===== src/rtl/core/cddc_pkg.sv =====
package cddc_pkg;

    localparam int EPOCH_YEAR = 1970;
    localparam int MAX_YEAR   = 4095;

    localparam int YW    = 12;   // year
    localparam int MW    = 4;    // month
    localparam int DW    = 5;    // day of month
    localparam int STEPW = 16;   // day step
    localparam int CNTW  = 20;   // epoch day count
    localparam int WDW   = 17;   // working day count during an add
    localparam int QW    = 6;    // year / 100 for a 12-bit year
    localparam int RW    = 7;    // year % 100

    localparam int IN_DATA_W  = 40;
    localparam int OUT_DATA_W = 48;

    // floor(x / 100) == (x * 5243) >> 19 for every x below 4096
    localparam int RECIP100    = 5243;
    localparam int RECIP_SHIFT = 19;
    localparam int RECIP_W     = 13;

    localparam int LEAPS_EPOCH = (EPOCH_YEAR - 1) / 4 - (EPOCH_YEAR - 1) / 100
                               + (EPOCH_YEAR - 1) / 400;
    localparam int EPOCH_R100  = EPOCH_YEAR % 100;
    localparam int EPOCH_Q4    = (EPOCH_YEAR / 100) % 4;

    localparam logic [1:0] ST_OK       = 2'd0;
    localparam logic [1:0] ST_BAD_DATE = 2'd1;
    localparam logic [1:0] ST_OVERFLOW = 2'd2;

    localparam logic [MW-1:0] MON_JAN = 4'd1;
    localparam logic [MW-1:0] MON_FEB = 4'd2;
    localparam logic [MW-1:0] MON_DEC = 4'd12;

    localparam logic FUNC_SET = 1'b0;
    localparam logic FUNC_ADD = 1'b1;

    // Controller to datapath commands
    typedef struct packed {
        logic load;      // capture the input transfer
        logic mul_q;     // year / 100
        logic mul_qx;    // (year - 1) / 100
        logic mul_qx4;   // (year - 1) / 400
        logic set_res;   // remainders, year days, leap count
        logic set_chk;   // validate and commit a set
        logic add_step;  // one month or one year of an add
        logic emit;      // load the output register
    } t_cmd;

    // Datapath to controller status
    typedef struct packed {
        logic add_fin;   // add finished this cycle
    } t_sts;

    function automatic logic [QW-1:0] div100(input logic [YW-1:0] x);
        logic [YW+RECIP_W-1:0] prod;
        prod = (YW+RECIP_W)'(x) * (YW+RECIP_W)'(RECIP100);
        return prod[RECIP_SHIFT +: QW];
    endfunction

    function automatic logic is_leap(input logic [1:0] y_low, input logic [RW-1:0] r100,
                                     input logic [1:0] q4);
        return (y_low == 2'd0) && ((r100 != '0) || (q4 == 2'd0));
    endfunction

    function automatic logic [DW-1:0] month_len(input logic [MW-1:0] m, input logic leap);
        logic [DW-1:0] len;
        unique case (m)
            4'd2:                      len = leap ? 5'd29 : 5'd28;
            4'd4, 4'd6, 4'd9, 4'd11:   len = 5'd30;
            default:                   len = 5'd31;
        endcase
        return len;
    endfunction

    // days before the first of month m in a common year
    function automatic logic [8:0] month_base(input logic [MW-1:0] m);
        logic [8:0] base;
        unique case (m)
            4'd2:    base = 9'd31;
            4'd3:    base = 9'd59;
            4'd4:    base = 9'd90;
            4'd5:    base = 9'd120;
            4'd6:    base = 9'd151;
            4'd7:    base = 9'd181;
            4'd8:    base = 9'd212;
            4'd9:    base = 9'd243;
            4'd10:   base = 9'd273;
            4'd11:   base = 9'd304;
            4'd12:   base = 9'd334;
            default: base = 9'd0;
        endcase
        return base;
    endfunction

endpackage


===== src/rtl/core/cddc_ctrl.sv =====
module cddc_ctrl
    import cddc_pkg::*;
(
    input  logic i_clk,
    input  logic i_rst_n,
    input  logic i_in_valid,
    input  logic i_in_func,
    output logic o_in_ready,
    output logic o_out_valid,
    input  logic i_out_ready,
    input  t_sts i_sts,
    output t_cmd o_cmd
);

    typedef enum logic [7:0] {
        S_IDLE = 8'b00000001,
        S_Q1   = 8'b00000010,
        S_Q2   = 8'b00000100,
        S_Q3   = 8'b00001000,
        S_RES  = 8'b00010000,
        S_CHK  = 8'b00100000,
        S_ADD  = 8'b01000000,
        S_DONE = 8'b10000000
    } t_state;

    t_state r_state, n_state;
    logic   r_out_valid, n_out_valid;
    logic   slot_free;

    assign slot_free   = !r_out_valid || i_out_ready;
    assign o_in_ready  = (r_state == S_IDLE);
    assign o_out_valid = r_out_valid;

    always_comb begin
        n_state     = r_state;
        n_out_valid = r_out_valid && !i_out_ready;
        o_cmd       = '0;
        unique case (r_state)
            S_IDLE: begin
                if (i_in_valid) begin
                    o_cmd.load = 1'b1;
                    n_state    = (i_in_func == FUNC_ADD) ? S_ADD : S_Q1;
                end
            end
            S_Q1: begin
                o_cmd.mul_q = 1'b1;
                n_state     = S_Q2;
            end
            S_Q2: begin
                o_cmd.mul_qx = 1'b1;
                n_state      = S_Q3;
            end
            S_Q3: begin
                o_cmd.mul_qx4 = 1'b1;
                n_state       = S_RES;
            end
            S_RES: begin
                o_cmd.set_res = 1'b1;
                n_state       = S_CHK;
            end
            S_CHK: begin
                o_cmd.set_chk = 1'b1;
                n_state       = S_DONE;
            end
            S_ADD: begin
                o_cmd.add_step = 1'b1;
                if (i_sts.add_fin) begin
                    n_state = S_DONE;
                end
            end
            S_DONE: begin
                // hold the result until the output slot frees
                if (slot_free) begin
                    o_cmd.emit  = 1'b1;
                    n_out_valid = 1'b1;
                    n_state     = S_IDLE;
                end
            end
            default: begin
                n_state = S_IDLE;
            end
        endcase
    end

    always_ff @(posedge i_clk) begin
        if (!i_rst_n) begin
            r_state     <= S_IDLE;
            r_out_valid <= 1'b0;
        end else begin
            r_state     <= n_state;
            r_out_valid <= n_out_valid;
        end
    end

endmodule


===== src/rtl/core/cddc_dp.sv =====
module cddc_dp
    import cddc_pkg::*;
(
    input  logic                  i_clk,
    input  logic                  i_rst_n,
    input  logic [IN_DATA_W-1:0]  i_in_data,
    input  t_cmd                  i_cmd,
    output t_sts                  o_sts,
    output logic [OUT_DATA_W-1:0] o_out_data,
    output logic [1:0]            o_out_status
);

    // stored date
    logic [YW-1:0]   r_year;
    logic [MW-1:0]   r_month;
    logic [DW-1:0]   r_day;
    logic [CNTW-1:0] r_total;
    logic [RW-1:0]   r_r100;
    logic [1:0]      r_q4;
    logic [1:0]      r_status;

    // captured input
    logic [YW-1:0]    r_yi;
    logic [MW-1:0]    r_mi;
    logic [DW-1:0]    r_di;
    logic [STEPW-1:0] r_step;

    // set path
    logic [QW-1:0]   r_q100, r_qx100, r_qx400;
    logic [RW-1:0]   r_s_r100;
    logic [1:0]      r_s_q4;
    logic [CNTW-1:0] r_ydays, r_leaps;

    // add path
    logic [YW-1:0]  r_w_year;
    logic [MW-1:0]  r_w_month;
    logic [WDW-1:0] r_w_day;
    logic [RW-1:0]  r_w_r100;
    logic [1:0]     r_w_q4;

    // output register
    logic [YW-1:0]   r_o_year;
    logic [MW-1:0]   r_o_month;
    logic [DW-1:0]   r_o_day;
    logic [CNTW-1:0] r_o_total;
    logic [1:0]      r_o_status;

    logic [YW-1:0]  in_year;
    logic [MW-1:0]  in_month;
    logic [DW-1:0]  in_day;
    logic [STEPW-1:0] in_step;

    assign in_year  = i_in_data[11:0];
    assign in_month = i_in_data[15:12];
    assign in_day   = i_in_data[20:16];
    assign in_step  = i_in_data[36:21];

    // shared divide-by-100 unit
    logic [YW-1:0] yi_m1, mul_in;
    logic [QW-1:0] mul_out;

    assign yi_m1 = r_yi - YW'(1);
    always_comb begin
        priority if (i_cmd.mul_q) begin
            mul_in = r_yi;
        end else if (i_cmd.mul_qx) begin
            mul_in = yi_m1;
        end else begin
            mul_in = {2'b00, yi_m1[YW-1:2]};
        end
    end
    assign mul_out = div100(mul_in);

    // remainders and year contribution
    logic [YW:0]   hund;
    logic [YW-1:0] rem100, yoff;
    assign hund   = (YW+1)'(r_q100) * (YW+1)'(100);
    assign rem100 = r_yi - hund[YW-1:0];
    assign yoff   = r_yi - YW'(EPOCH_YEAR);

    // set check
    logic          s_leap, s_ok;
    logic [DW-1:0] s_mlen;
    logic [CNTW-1:0] s_total;

    assign s_leap = is_leap(r_yi[1:0], r_s_r100, r_s_q4);
    assign s_mlen = month_len(r_mi, s_leap);
    assign s_ok   = (r_yi >= YW'(EPOCH_YEAR)) && ((YW+1)'(r_yi) <= (YW+1)'(MAX_YEAR))
                 && (r_mi >= MON_JAN) && (r_mi <= MON_DEC)
                 && (r_di != '0) && (r_di <= s_mlen);
    assign s_total = r_ydays + r_leaps + CNTW'(month_base(r_mi))
                   + CNTW'(s_leap && (r_mi > MON_FEB)) + CNTW'(r_di) - CNTW'(1);

    // add step: one year or one month per cycle
    logic          w_leap, y_over, a_year, a_month;
    logic [DW-1:0] w_mlen;
    logic [8:0]    w_ylen;
    logic [YW:0]   w_ynext;
    logic [RW-1:0] w_r100_next;
    logic [1:0]    w_q4_next;

    assign w_leap  = is_leap(r_w_year[1:0], r_w_r100, r_w_q4);
    assign w_mlen  = month_len(r_w_month, w_leap);
    assign w_ylen  = w_leap ? 9'd366 : 9'd365;
    assign w_ynext = (YW+1)'(r_w_year) + (YW+1)'(1);
    assign y_over  = w_ynext > (YW+1)'(MAX_YEAR);
    assign w_r100_next = (r_w_r100 == RW'(99)) ? '0 : r_w_r100 + RW'(1);
    assign w_q4_next   = (r_w_r100 == RW'(99)) ? r_w_q4 + 2'd1 : r_w_q4;
    assign a_year  = (r_w_month == MON_JAN) && (r_w_day > WDW'(w_ylen));
    assign a_month = r_w_day > WDW'(w_mlen);

    always_comb begin
        o_sts.add_fin = 1'b0;
        priority if (a_year) begin
            o_sts.add_fin = y_over;
        end else if (a_month) begin
            o_sts.add_fin = (r_w_month == MON_DEC) && y_over;
        end else begin
            o_sts.add_fin = 1'b1;
        end
    end

    // stored date and status
    always_ff @(posedge i_clk) begin
        if (!i_rst_n) begin
            r_year  <= YW'(EPOCH_YEAR);
            r_month <= MON_JAN;
            r_day   <= DW'(1);
            r_total <= '0;
            r_r100  <= RW'(EPOCH_R100);
            r_q4    <= 2'(EPOCH_Q4);
        end else if (i_cmd.set_chk && s_ok) begin
            r_year  <= r_yi;
            r_month <= r_mi;
            r_day   <= r_di;
            r_total <= s_total;
            r_r100  <= r_s_r100;
            r_q4    <= r_s_q4;
        end else if (i_cmd.add_step && !a_year && !a_month) begin
            r_year  <= r_w_year;
            r_month <= r_w_month;
            r_day   <= r_w_day[DW-1:0];
            r_total <= r_total + CNTW'(r_step);
            r_r100  <= r_w_r100;
            r_q4    <= r_w_q4;
        end
    end

    always_ff @(posedge i_clk) begin
        if (i_cmd.set_chk) begin
            r_status <= s_ok ? ST_OK : ST_BAD_DATE;
        end else if (i_cmd.add_step && o_sts.add_fin) begin
            r_status <= (a_year || a_month) ? ST_OVERFLOW : ST_OK;
        end
    end

    // input capture and set path
    always_ff @(posedge i_clk) begin
        if (i_cmd.load) begin
            r_yi   <= in_year;
            r_mi   <= in_month;
            r_di   <= in_day;
            r_step <= in_step;
        end
        if (i_cmd.mul_q) begin
            r_q100 <= mul_out;
        end
        if (i_cmd.mul_qx) begin
            r_qx100 <= mul_out;
        end
        if (i_cmd.mul_qx4) begin
            r_qx400 <= mul_out;
        end
        if (i_cmd.set_res) begin
            r_s_r100 <= rem100[RW-1:0];
            r_s_q4   <= r_q100[1:0];
            r_ydays  <= CNTW'(yoff) * CNTW'(365);
            r_leaps  <= CNTW'(yi_m1[YW-1:2]) - CNTW'(r_qx100) + CNTW'(r_qx400)
                      - CNTW'(LEAPS_EPOCH);
        end
    end

    // working copy for an add
    always_ff @(posedge i_clk) begin
        if (i_cmd.load) begin
            r_w_year  <= r_year;
            r_w_month <= r_month;
            r_w_day   <= WDW'(r_day) + WDW'(in_step);
            r_w_r100  <= r_r100;
            r_w_q4    <= r_q4;
        end else if (i_cmd.add_step && !o_sts.add_fin) begin
            if (a_year) begin
                r_w_day  <= r_w_day - WDW'(w_ylen);
                r_w_year <= w_ynext[YW-1:0];
                r_w_r100 <= w_r100_next;
                r_w_q4   <= w_q4_next;
            end else begin
                r_w_day <= r_w_day - WDW'(w_mlen);
                if (r_w_month == MON_DEC) begin
                    r_w_month <= MON_JAN;
                    r_w_year  <= w_ynext[YW-1:0];
                    r_w_r100  <= w_r100_next;
                    r_w_q4    <= w_q4_next;
                end else begin
                    r_w_month <= r_w_month + MW'(1);
                end
            end
        end
    end

    always_ff @(posedge i_clk) begin
        if (i_cmd.emit) begin
            r_o_year   <= r_year;
            r_o_month  <= r_month;
            r_o_day    <= r_day;
            r_o_total  <= r_total;
            r_o_status <= r_status;
        end
    end

    assign o_out_data   = {7'd0, r_o_total, r_o_day, r_o_month, r_o_year};
    assign o_out_status = r_o_status;

endmodule


===== src/rtl/core/calendar_date_day_counter_top.sv =====
// Gregorian date counter. Holds a date and its day count since January 1 of
// 1970. A transfer with tuser 0 sets the date from year, month and day after
// checking it (status 1 on a bad date, stored date kept); a transfer with
// tuser 1 moves the date forward by day_step days (status 2 if the result
// would pass year 4095, stored date kept). Every input transfer yields one
// output transfer with the stored date, its day count and the status. One
// item is worked at a time. In a set the year is divided by 100 and 400
// through one shared reciprocal multiplier, one quotient per cycle, before
// the day count is summed and checked. An add steps one whole year at a time
// from a January and then one month at a time for each remaining month
// crossed. A new item is taken once the previous result sits in the output
// register, even if that result is still waiting.
module calendar_date_day_counter_top
    import cddc_pkg::*;
(
    input  logic                  i_clk,
    input  logic                  i_rst_n,
    input  logic                  s_axis_tvalid,
    output logic                  s_axis_tready,
    // [11:0] year_in, [15:12] month_in, [20:16] day_in, [36:21] day_step
    input  logic [IN_DATA_W-1:0]  s_axis_tdata,
    // [0] func
    input  logic [0:0]            s_axis_tuser,
    output logic                  m_axis_tvalid,
    input  logic                  m_axis_tready,
    // [11:0] year_out, [15:12] month_out, [20:16] day_out, [40:21] epoch_days
    output logic [OUT_DATA_W-1:0] m_axis_tdata,
    // [1:0] status
    output logic [1:0]            m_axis_tuser
);

    t_cmd cmd;
    t_sts sts;

    // sequence the set and add operations
    cddc_ctrl u_ctrl (
        .i_clk       (i_clk),
        .i_rst_n     (i_rst_n),
        .i_in_valid  (s_axis_tvalid),
        .i_in_func   (s_axis_tuser[0]),
        .o_in_ready  (s_axis_tready),
        .o_out_valid (m_axis_tvalid),
        .i_out_ready (m_axis_tready),
        .i_sts       (sts),
        .o_cmd       (cmd)
    );

    // date state, calendar arithmetic and the output register
    cddc_dp u_dp (
        .i_clk        (i_clk),
        .i_rst_n      (i_rst_n),
        .i_in_data    (s_axis_tdata),
        .i_cmd        (cmd),
        .o_sts        (sts),
        .o_out_data   (m_axis_tdata),
        .o_out_status (m_axis_tuser)
    );

endmodule

===== config.mk =====
export PLATFORM = sky130hd
export DESIGN_NAME = calendar_date_day_counter_top
export DESIGN_NICKNAME = d
export VERILOG_FILES = /design/src/rtl/core/cddc_pkg.sv /design/src/rtl/core/cddc_ctrl.sv /design/src/rtl/core/cddc_dp.sv /design/src/rtl/core/calendar_date_day_counter_top.sv
export SDC_FILE = /design/constraint.sdc
export NUM_CORES = 1
export LEC_CHECK = 0
export ABC_CLOCK_PERIOD_IN_PS = 8650
export BUFFER_PORTS_ARGS = -buffer_cell sky130_fd_sc_hd__buf_2
export CORE_ASPECT_RATIO = 1.75
export CORE_MARGIN = 2
export CORE_UTILIZATION = 60
export DETAILED_ROUTE_END_ITERATION = 6
export GPL_TIMING_DRIVEN = 0
export PLACE_DENSITY = 0.79
export SYNTH_ARGS = -nofsm -noshare
export SYNTH_HDL_FRONTEND = slang
export SYNTH_HIERARCHICAL = 1
export SYNTH_SLANG_ARGS = --single-unit

===== constraint.sdc =====
create_clock -name i_clk -period 8.65 [get_ports i_clk]
set_input_delay 0.865 -clock i_clk [delete_from_list [all_inputs] [get_ports i_clk]]
set_output_delay 0.865 -clock i_clk [all_outputs]
set_load 0.1 [all_outputs]

==> results.md <==
Run status:
- The flow ran to the end, and the final reports show no timing, DRC or antenna violations.

Yosys:
- The synthesized netlist devotes 11.4% of its cell area to compound gates.
- During synthesis, Yosys emitted a total of 6 warnings.
- The share of the yosys chip area belonging to registers is 35.0%.
- The fraction of synthesis flops using an asynchronous set or reset pin is 0%.
- After synthesis the netlist holds a flip-flop and latch count of 250.
- The total standard cell area after synthesis is 0.0195 mm2.
- The number of distinct standard cells referenced by the synthesized netlist is 86.
- The post-synthesis instance total is 1958.
- The largest family of logic cells by synthesized area is adder cells.
- A synthesized cell averages 9.96 um2.
- The synthesized netlist devotes 27.1% of its cell area to adder and majority cells.
- The portion of synthesized area spent on multiplexers is 1.08%.
- In the synthesized netlist the dominant register cell turns out to be sky130_fd_sc_hd__edfxtp_1.
- Summing the areas of all xor and xnor instances in the mapped netlist gives 6.06% of the synthesized area.
- The synthesized-area fraction occupied by and/or/nand/nor cells is 11.8%.
- The synthesized design contains 182 enable-type register cells.

Floorplanning:
- The total area inside the core boundary comes to 0.0321 mm2.
- The initialized floorplan defines 87 standard-cell rows.
- The floorplan step set the die width to 140 um.
- The height of the die is 243 um.
- The effective utilization at floorplan is 60.8%.
- The full die area is 0.0340 mm2.
- The number of top-level pins is 97.

Place:
- After detailed placement, the design holds a cell count of 2453.
- Routability-driven placement finished with a final weighted congestion of 0.972.
- The instance area at placement is 0.0205 mm2.
- The post-DP HPWL is 40200 um.
- The count of port buffers added during placement is 86.
- The pre-CTS setup slack is 474 ps.

Timing:
- Setup repair after global routing left no endpoint under its margin.
- The routed design could run at a clock period as short as 8070 ps.
- On the final layout, the worst hold slack is 426 ps.
- The transition time at the pin with the least slew margin is 1240 ps.
- Setup violations remaining at the end of the flow were counted as 0.
- For this run, the top clock speed supported by timing is 124 MHz.
- The final-report hold violation count is 0.
- The headroom to the max-slew limit is 16.9%.
- The number of max-slew violations in the final report is 0.
- The final total negative setup slack is 0 ps.
- The largest clock skew in the final design is 13.4 ps.
- After layout, the worst path uses 93.3% of the clock period.
- Setup slack closes at 577 ps.

Global route:
- The global router's overall resource usage is 29.7%.
- Entering global routing, the biggest net connects 42 pins.
- The wire length of the first global-routing pass is 78500 um.
- The number of antenna violations at the first check in global routing was 1.
- Global routing finished with a remaining overflow of 0.
- The number of global-route vias before repair is 15500.

Worst setup path:
- The worst-path cell with the longest stage delay is sky130_fd_sc_hd__edfxtp_1.
- The startpoint of the lowest-slack register-to-register path is u_dp/r_yi[1].
- The most prevalent standard cell on the critical path is sky130_fd_sc_hd__inv_1.
- Data arrives at the worst endpoint at 8440 ps.
- The launch point of the worst path is u_dp/r_yi[1].
- The required arrival time at the worst endpoint is 9010 ps.
- The largest stage delay on the critical path is 530 ps.
- Among cell families on the critical path, the largest total delay comes from adder cells.
- The number of buffers and inverters on the critical path is 8.
- In this run the worst path has a maximum fanout of 8.
- The worst setup path is captured at a flip-flop.
- The critical path launch point type is a flip-flop.
- The critical path is of the flip-flop to flip-flop type.

Clock tree:
- The clock sink total is 250.
- The hold buffer count at CTS is 0.
- After clock tree synthesis, the clock-pin slew on the worst setup and hold paths is 60 ps.
- The later pin in the worst-skew pair is clocked with a latency of 540 ps.
- The maximum buffer depth of the clock tree is 3.
- The CTS H-tree depth is 1.
- The CTS tree is yes.
- The root buffer selected by CTS is sky130_fd_sc_hd__clkbuf_16.
- The number of buffers added by the clock tree synthesis step is 24.

Pwr:
- The switching power share of the total is 39.7%.
- Cell internal power was estimated by the tool at 3.68 mW.
- The power per standard cell area is 284 mW/mm2.
- The clock power share is 20.2%.
- Combinational logic is responsible for 53.8% of the overall power.
- The total power consumption of the routed design is 6.10 mW.
- The analysis attributes to cell leakage a power of 9.70 nW.
- The sequential cell fraction of total power is 25.9%.
- The worst-case IR drop observed on VDD is 0.319 mV.
- The analysis attributes to net switching a power of 2.42 mW.

Final layout:
- Cells fill 66.8% of the core in the end.
- The net count of the finished layout is 2486.
- The repair_antennas step left the layout with diodes totalling 0.
- The library cell used most frequently in the layout, excluding fill and tap cells, is sky130_fd_sc_hd__inv_1.
- The multi-input combinational cells in the finished layout cover a total of 0.0112 mm2.
- The non-filler instance count after layout is 2497.
- Leaving out fill and tap cells, the most frequent cells in the layout are 311 x sky130_fd_sc_hd__inv_1, 262 x sky130_fd_sc_hd__ha_1, 182 x sky130_fd_sc_hd__edfxtp_1.
- The number of fillers in the final layout is 2458.
- The register area is 0.00683 mm2.
- The ratio of cells with drive above 1 in the final layout is 9.59%.
- With fillers left out, the area of the finished cells amounts to 0.0215 mm2.
- The relative area change from synthesis to final layout is 10.0%.

Worst hold path:
- The path category of the worst min-delay check is flip-flop to flip-flop.
- The startpoint identified for the worst hold timing path is u_dp/r_status[1].

Route:
- The final antenna-violating net count is 0.
- The first routing iteration left 777 violations.
- The remaining routing DRC violations is 0.
- The routed wire length per instance is 20.1 um.
- Wires add up to 50100 um.
- For this run, the detailed router's first-pass iteration total came to 5.
- Detailed routing inserted a total of 14600 vias.
- The number of vias per cell is 5.86.

Job:
- The max-capacitance violation count is 0.
[cell type report]
class / instances / share of cell area (%)
buffer: 64 / 1.44
inverter: 314 / 5.49
clock inverter: 18 / 1.35
multi-input combinational: 1336 / 52.3
sequential: 250 / 31.8
timing repair buffer: 89 / 2.32
clock buffer: 26 / 2.98
tap: 400 / 2.33
[state kept, by name (all words and copies together), names as in the netlist, 5 cells and up, named ones only]
| signal | count |
|---|---|
| u_ctrl/r_state | 8 |
| u_dp/r_day | 5 |
| u_dp/r_di | 5 |
| u_dp/r_leaps | 13 |
| u_dp/r_o_day | 5 |
| u_dp/r_o_total | 20 |
| u_dp/r_o_year | 12 |
| u_dp/r_q100 | 5 |
| u_dp/r_qx100 | 6 |
| u_dp/r_qx400 | 6 |
| u_dp/r_r100 | 7 |
| u_dp/r_s_r100 | 7 |
| u_dp/r_step | 16 |
| u_dp/r_total | 20 |
| u_dp/r_w_day | 17 |
| u_dp/r_w_r100 | 7 |
| u_dp/r_w_year | 12 |
| u_dp/r_ydays | 19 |
| u_dp/r_year | 12 |
| u_dp/r_yi | 12 |
[cells by family (layout without fill, tap and decap cells)]
logic type,Yosys count,in the layout
mux,20,20
xor+xnor,135,135
other cells,1,7
simple gates,466,466
compound gates,346,346
flops,250,250
buf+inv,378,511
fa+ha+maj,362,362
[path summary, 6_finish.rpt]
path,end,slack [ps],cells past startpoint
worst min-delay path,u_dp/o_out_status[1],430,0
worst max register to register,u_dp/r_qx400[5],580,31
worst max-delay path,u_dp/r_qx400[5],580,31
worst min register to register,u_dp/o_out_status[1],430,0
[synthesized netlist by cell type (all sizes together), types with 40 or more instances]
master | n | area (um2)
o21ai | 102 | 510
inv | 314 | 1180
nand2 | 180 | 688
xnor2 | 83 | 727
nor2 | 103 | 404
fa | 100 | 2000
a21oi | 84 | 435
clkbuf | 40 | 150
edfxtp | 182 | 5470
xor2 | 52 | 455
dfxtp | 68 | 1360
ha | 262 | 3280
[per-layer routing]
layer / vias to the layer above / track usage (%) / routed length, um / part of all wire, %
met5: - / 0 / 11 / 0.022
met1: 6988 / 26.9 / 15900 / 32
met4: 2 / 23.8 / 4750 / 9.5
li1: 6933 / - / - / -
met3: 213 / 3.54 / 2100 / 4.2
met2: 503 / 57.6 / 27300 / 55
[timing repair]
action                                 CTS  global route
setup endpoints to repair                0             2
setup buffers                            0             0
gates resized for setup                  0             1
endpoints found under the hold margin    0             0
[power groups by stage]
| stage | combinational [mW] | clock, mW | sequential, mW |
|---|---|---|---|
| floorplan | 2.52 | 0 | 1.59 |
| global placement | 3.07 | 0 | 1.61 |
| detailed placement | 3.25 | 0 | 1.61 |
| CTS | 3.28 | 1.25 | 1.58 |
| global route | 3.76 | 1.29 | 1.59 |
| finish | 3.28 | 1.23 | 1.58 |
[worst reg2reg max path, delay by kind of cell (launching register included)]
kind,cells,cell delay (ps)
and+or+nand+nor,5,890
xor gates and xnor gates,2,410
adders and majority gates,8,2900
AOI/OAI and AO/OA,8,2270
buffers and inverters,8,920
DFF,1,530
Power figures use the tool's default switching activity.
